### config.mk
export PLATFORM = sky130hd
export DESIGN_NAME = bst_group
export DESIGN_NICKNAME = d
export VERILOG_FILES = /design/src/rtl/core/bst_pkg.sv /design/src/rtl/core/bst_group.sv
export SDC_FILE = /design/constraint.sdc
export NUM_CORES = 1
export LEC_CHECK = 0
export BUFFER_PORTS_ARGS = -buffer_cell sky130_fd_sc_hd__buf_2
export CELL_PAD_IN_SITES_DETAIL_PLACEMENT = 2
export CELL_PAD_IN_SITES_GLOBAL_PLACEMENT = 2
export CORE_AREA = 5 5 431 433
export CTS_CLUSTER_SIZE = 20
export DETAILED_ROUTE_END_ITERATION = 10
export DIE_AREA = 0 0 436 438
export PLACE_DENSITY = 0.42
export SYNTH_ARGS = -nofsm -noshare
export SYNTH_HDL_FRONTEND = slang
export SYNTH_SLANG_ARGS = --single-unit
### constraint.sdc
create_clock -name clk_i -period 1.8 [get_ports clk_i]
set_clock_uncertainty 0.05 [all_clocks]
set_input_delay 0.36 -clock clk_i [delete_from_list [all_inputs] [get_ports clk_i]]
set_output_delay 0.36 -clock clk_i [all_outputs]
set_load 0.05 [all_outputs]
### src/rtl/core/bst_pkg.sv
// shared types and constants for the bounded set table
`default_nettype none

package bst_pkg;

  // fixed field widths
  localparam int unsigned DATA_W       = 32;
  localparam int unsigned IDX_IN_W     = 10;
  localparam int unsigned POS_OUT_W    = 10;
  localparam int unsigned CNT_OUT_W    = 11;

  // capacity range support: up to 4096 entries, count needs 13 bits
  localparam int unsigned DEF_CAPACITY = 1024;
  localparam int unsigned CNT_MAX_W    = 13;

  // cells per reduction group and the offset width inside a group
  localparam int unsigned GRP_MAX      = 32;
  localparam int unsigned OFF_W        = 5;

  // request operation codes
  typedef enum logic [1:0] {
    FN_ADD    = 2'd0,
    FN_REMOVE = 2'd1,
    FN_FIND   = 2'd2,
    FN_READ   = 2'd3
  } func_e;

  // result status codes
  typedef enum logic [1:0] {
    STAT_OK    = 2'd0,
    STAT_FULL  = 2'd1,
    STAT_RANGE = 2'd2
  } status_e;

  // sequencer states
  typedef enum logic [1:0] {
    S_IDLE = 2'd0,
    S_SRCH = 2'd1,
    S_FIN  = 2'd2
  } state_e;

  // broadcast from the sequencer to every cell
  typedef struct packed {
    logic [DATA_W-1:0]    key;
    logic [CNT_MAX_W-1:0] count;
    logic [CNT_MAX_W-1:0] rd_index;
    logic [CNT_MAX_W-1:0] pos;
    logic                 shift_en;
    logic                 load_en;
  } cell_ctrl_t;

  // registered summary of one group of cells
  typedef struct packed {
    logic              hit;
    logic [OFF_W-1:0]  off;
    logic              sel;
    logic [DATA_W-1:0] data;
  } grp_res_t;

endpackage

`default_nettype wire

### src/rtl/core/bst_group.sv
// reduces the match and select flags of a group of cells into one registered summary
`default_nettype none

module bst_group #(
  parameter int unsigned GRP_N = 32
) (
  input  wire logic                                   clk_i,
  input  wire logic [GRP_N-1:0]                       match_i,
  input  wire logic [GRP_N-1:0]                       sel_i,
  input  wire logic [GRP_N-1:0][bst_pkg::DATA_W-1:0]  data_i,
  output bst_pkg::grp_res_t                           res_o
);

  bst_pkg::grp_res_t res_q, res_d;

  // at most one live entry matches and at most one is selected, so or-ing is enough
  always_comb begin
    res_d = '0;
    for (int j = 0; j < GRP_N; j++) begin
      if (match_i[j]) begin
        res_d.hit = 1'b1;
        res_d.off = res_d.off | bst_pkg::OFF_W'(j);
      end
      if (sel_i[j]) begin
        res_d.sel  = 1'b1;
        res_d.data = res_d.data | data_i[j];
      end
    end
  end

  always_ff @(posedge clk_i) begin
    res_q <= res_d;
  end

  assign res_o = res_q;

endmodule

`default_nettype wire

==> results.md <==
* Syn-to-layout area delta at 157%
* Power density of the placed cells at 361 nW/um^2
* Start point of the worst min-delay path: match_i[4]
* I/O Pins at 1128
* Die outline area at 191000 um^2
* Largest voltage drop on the vdd net at 354 uV
* Via count of the first global-routing pass at 16582
* CTS H-Tree Depth at 2
* Final core area utilization at 9.68%
* Row cnt at 157
* TritonCTS Sinks at 39
* Vias per Instance at 3.53
* First-iteration detailed-routing DRC count at 1388
* Post-synthesis cell type count at 16
* Post-CTS Hold Buffers at 0
* Initial core utilization at 3.77%
* Remaining number of nets flagged by the antenna check after routing at 0
* Hold EP: res_o[35]
* Max Cap Violations at 0
* Antenna violations before repair at 263
* Biggest area contributors in the synthesized netlist: a22oi_1, nand4_1, dfxtp_1
* Number of flip-flops and latches in the synthesized netlist at 39
* Total area of sequential cells at 781 um^2
* Gr usage total at 18.1%
* Count of pins over their slew limit at 0
* YS warnings at 0
* Pre-Repair DR Iteration Count at 5
* Design Area, Final at 17600 um^2
* RSZ-0062 raised after global routing: true
* Smallest hold slack at 210 ps
* Largest area contributor in the netlist: a22oi_1
* Share of post-route cells with drive strength above 1 at 66.5%
* Maximum net fanout on the critical path at 9
* Mapped Cells at 877
* Height of the chip at 438 um
* Category of the most critical setup path: in -> reg
* Portion of synthesized cell area occupied by the leading cell type at 56.1%
* Synthesized cell area at 6850 um^2
* TritonCTS buffer count at 5
* Fmax at 0.527 GHz
* Routed length per instance at 39.6 um
* Mean Syn Cell Area at 7.81 um^2
* CTS root buf: clkbuf_16
* Instance count after placement with tap cells included at 4517
* Max reg flops at 39
* Horiz. Die Dim at 436 um
* Footprint of the multi-input gates at 5280 um^2
* CP arrival at 2070 ps
* Leakage power total at 7.66 nW
* Violated checks: setup timing
* Final hold violations at 0
* Run status: finished with violations
* Final critical delay including setup and external delays at 1900 ps
* Setup crit start kind: input port
* Total via count after detailed routing at 16285
* Total routed wirelength at 182 mm
* Net count of the mapped netlist at 1966
* Worst Max-Slew Pin Slew at 535 ps
* Port buffer count at 1127
* Longest Clk Path Bufs at 2
* Count of non-filler cells in the finished layout at 4607
* Proportion of synthesized chip area in sequential cells at 11.4%
* Setup_tns at -243 ps
* Maximum number of pins on one net before global-route repair at 25
* Final setup violation count at 5
* Global-route congestion overflow total at 0
* Filler cell count at 21720
* Clock slew at reported path FFs at 80 ps
* Final worst-path setup slack at -98.6 ps
* Post-detailed-placement cell area at 17000 um^2
* Global-route wire length before repair at 218 mm
* Data required time of the critical path at 1970 ps
* DRC violations left at 0
* Total power at 6.34 mW
* Setup slack at placement at -771 ps
* Worst hold path depth at 3
* Path class of the lowest-slack min-delay path: in -> reg
* Worst slew slack as a fraction of its limit at 64.0%
* Core region area at 182000 um^2
* Post-detail-place hpwl at 167 mm
* Routability congestion estimate from global placement at 0.981
* TritonCTS clock tree: built
* CP Capture Type: register
* # nets final at 3229
* Period utilization at 105%
critical path, stage by stage:
cell	delay [ps]
buf_4	210
buf_4	210
a22oi_1	230
nand4_1	330
buf_4	250
or4_1	460
cell families after synthesis:
kind of cell / synth area share, %
flops: 11.4
buf+inv: 13.9
compound gates: 56.1
simple gates: 18.5
layer usage:
metal / up-vias / GRT usage, % / wire length (um)
met2: 1097 / 31.9 / 89700
met1: 8127 / 20.8 / 70100
li1: 6566 / - / -
met3: 363 / 7.01 / 17400
met4: 132 / 3.55 / 4380
met5: - / 0 / 840
timing repair:
item / CTS / global route
endpoints found under the setup margin: 20 / 11
cloned: 0 / 0
setup buffers: 3 / 0
resized for setup: 44 / 15
pin swaps: 17 / 6
synth_stat cells:
library cell,n
a22oi_1,512
and2_1,1
and3_1,1
buf_2,34
buf_6,56
clkbuf_1,37
clkbuf_8,1
dfxtp_1,39
nand3_1,2
nand4_1,134
nor2_1,2
nor3_1,3
nor4_1,19
or2_1,1
or3_1,1
or4_1,34
layout by cell type, fill, tap and decap left out, types with 2 or more instances in the layout:
| master | instances |
|---|---|
| a22oi_1 | 483 |
| nand3_1 | 2 |
| diode_2 | 81 |
| buf_4 | 219 |
| buf_2 | 1106 |
| nor4_2 | 2 |
| or4_1 | 33 |
| nor4_1 | 17 |
| buf_12 | 40 |
| nor3_1 | 3 |
| nor2_1 | 2 |
| dfxtp_1 | 39 |
| a22oi_2 | 29 |
| nand4_1 | 134 |
| buf_6 | 18 |
| clkbuf_16 | 5 |
area by class of cell:
cell class              instances  area share, %
clock inverters                 2         0.0924
well taps                    2385           17.0
flip-flops and latches         39           4.44
multi-input cells             710           30.0
diodes                         81           1.15
clock buffers                   6          0.789
repair buffers               1384           46.6
worst max-delay path by stage:
stage / endpoint / startpoint / cells past startpoint / slack (ps)
global route: res_o[15] / sel_i[7] / 6 / -30
detailed placement: res_o[6] / sel_i[8] / 5 / -770
finish: res_o[17] / sel_i[6] / 6 / -100
floorplan: res_o[21] / sel_i[31] / 5 / 270
CTS: res_o[6] / sel_i[27] / 6 / -80
global placement: res_o[6] / sel_i[8] / 5 / -790
power by group:
part / internal [mW] / leakage [nW] / switching [mW]
clock network: 0.564 / 0.0736 / 0.674
logic: 1.87 / 7.27 / 2.38
registers: 0.862 / 0.316 / 0.000143
No activity file was read; power rests on OpenSTA's default activity.
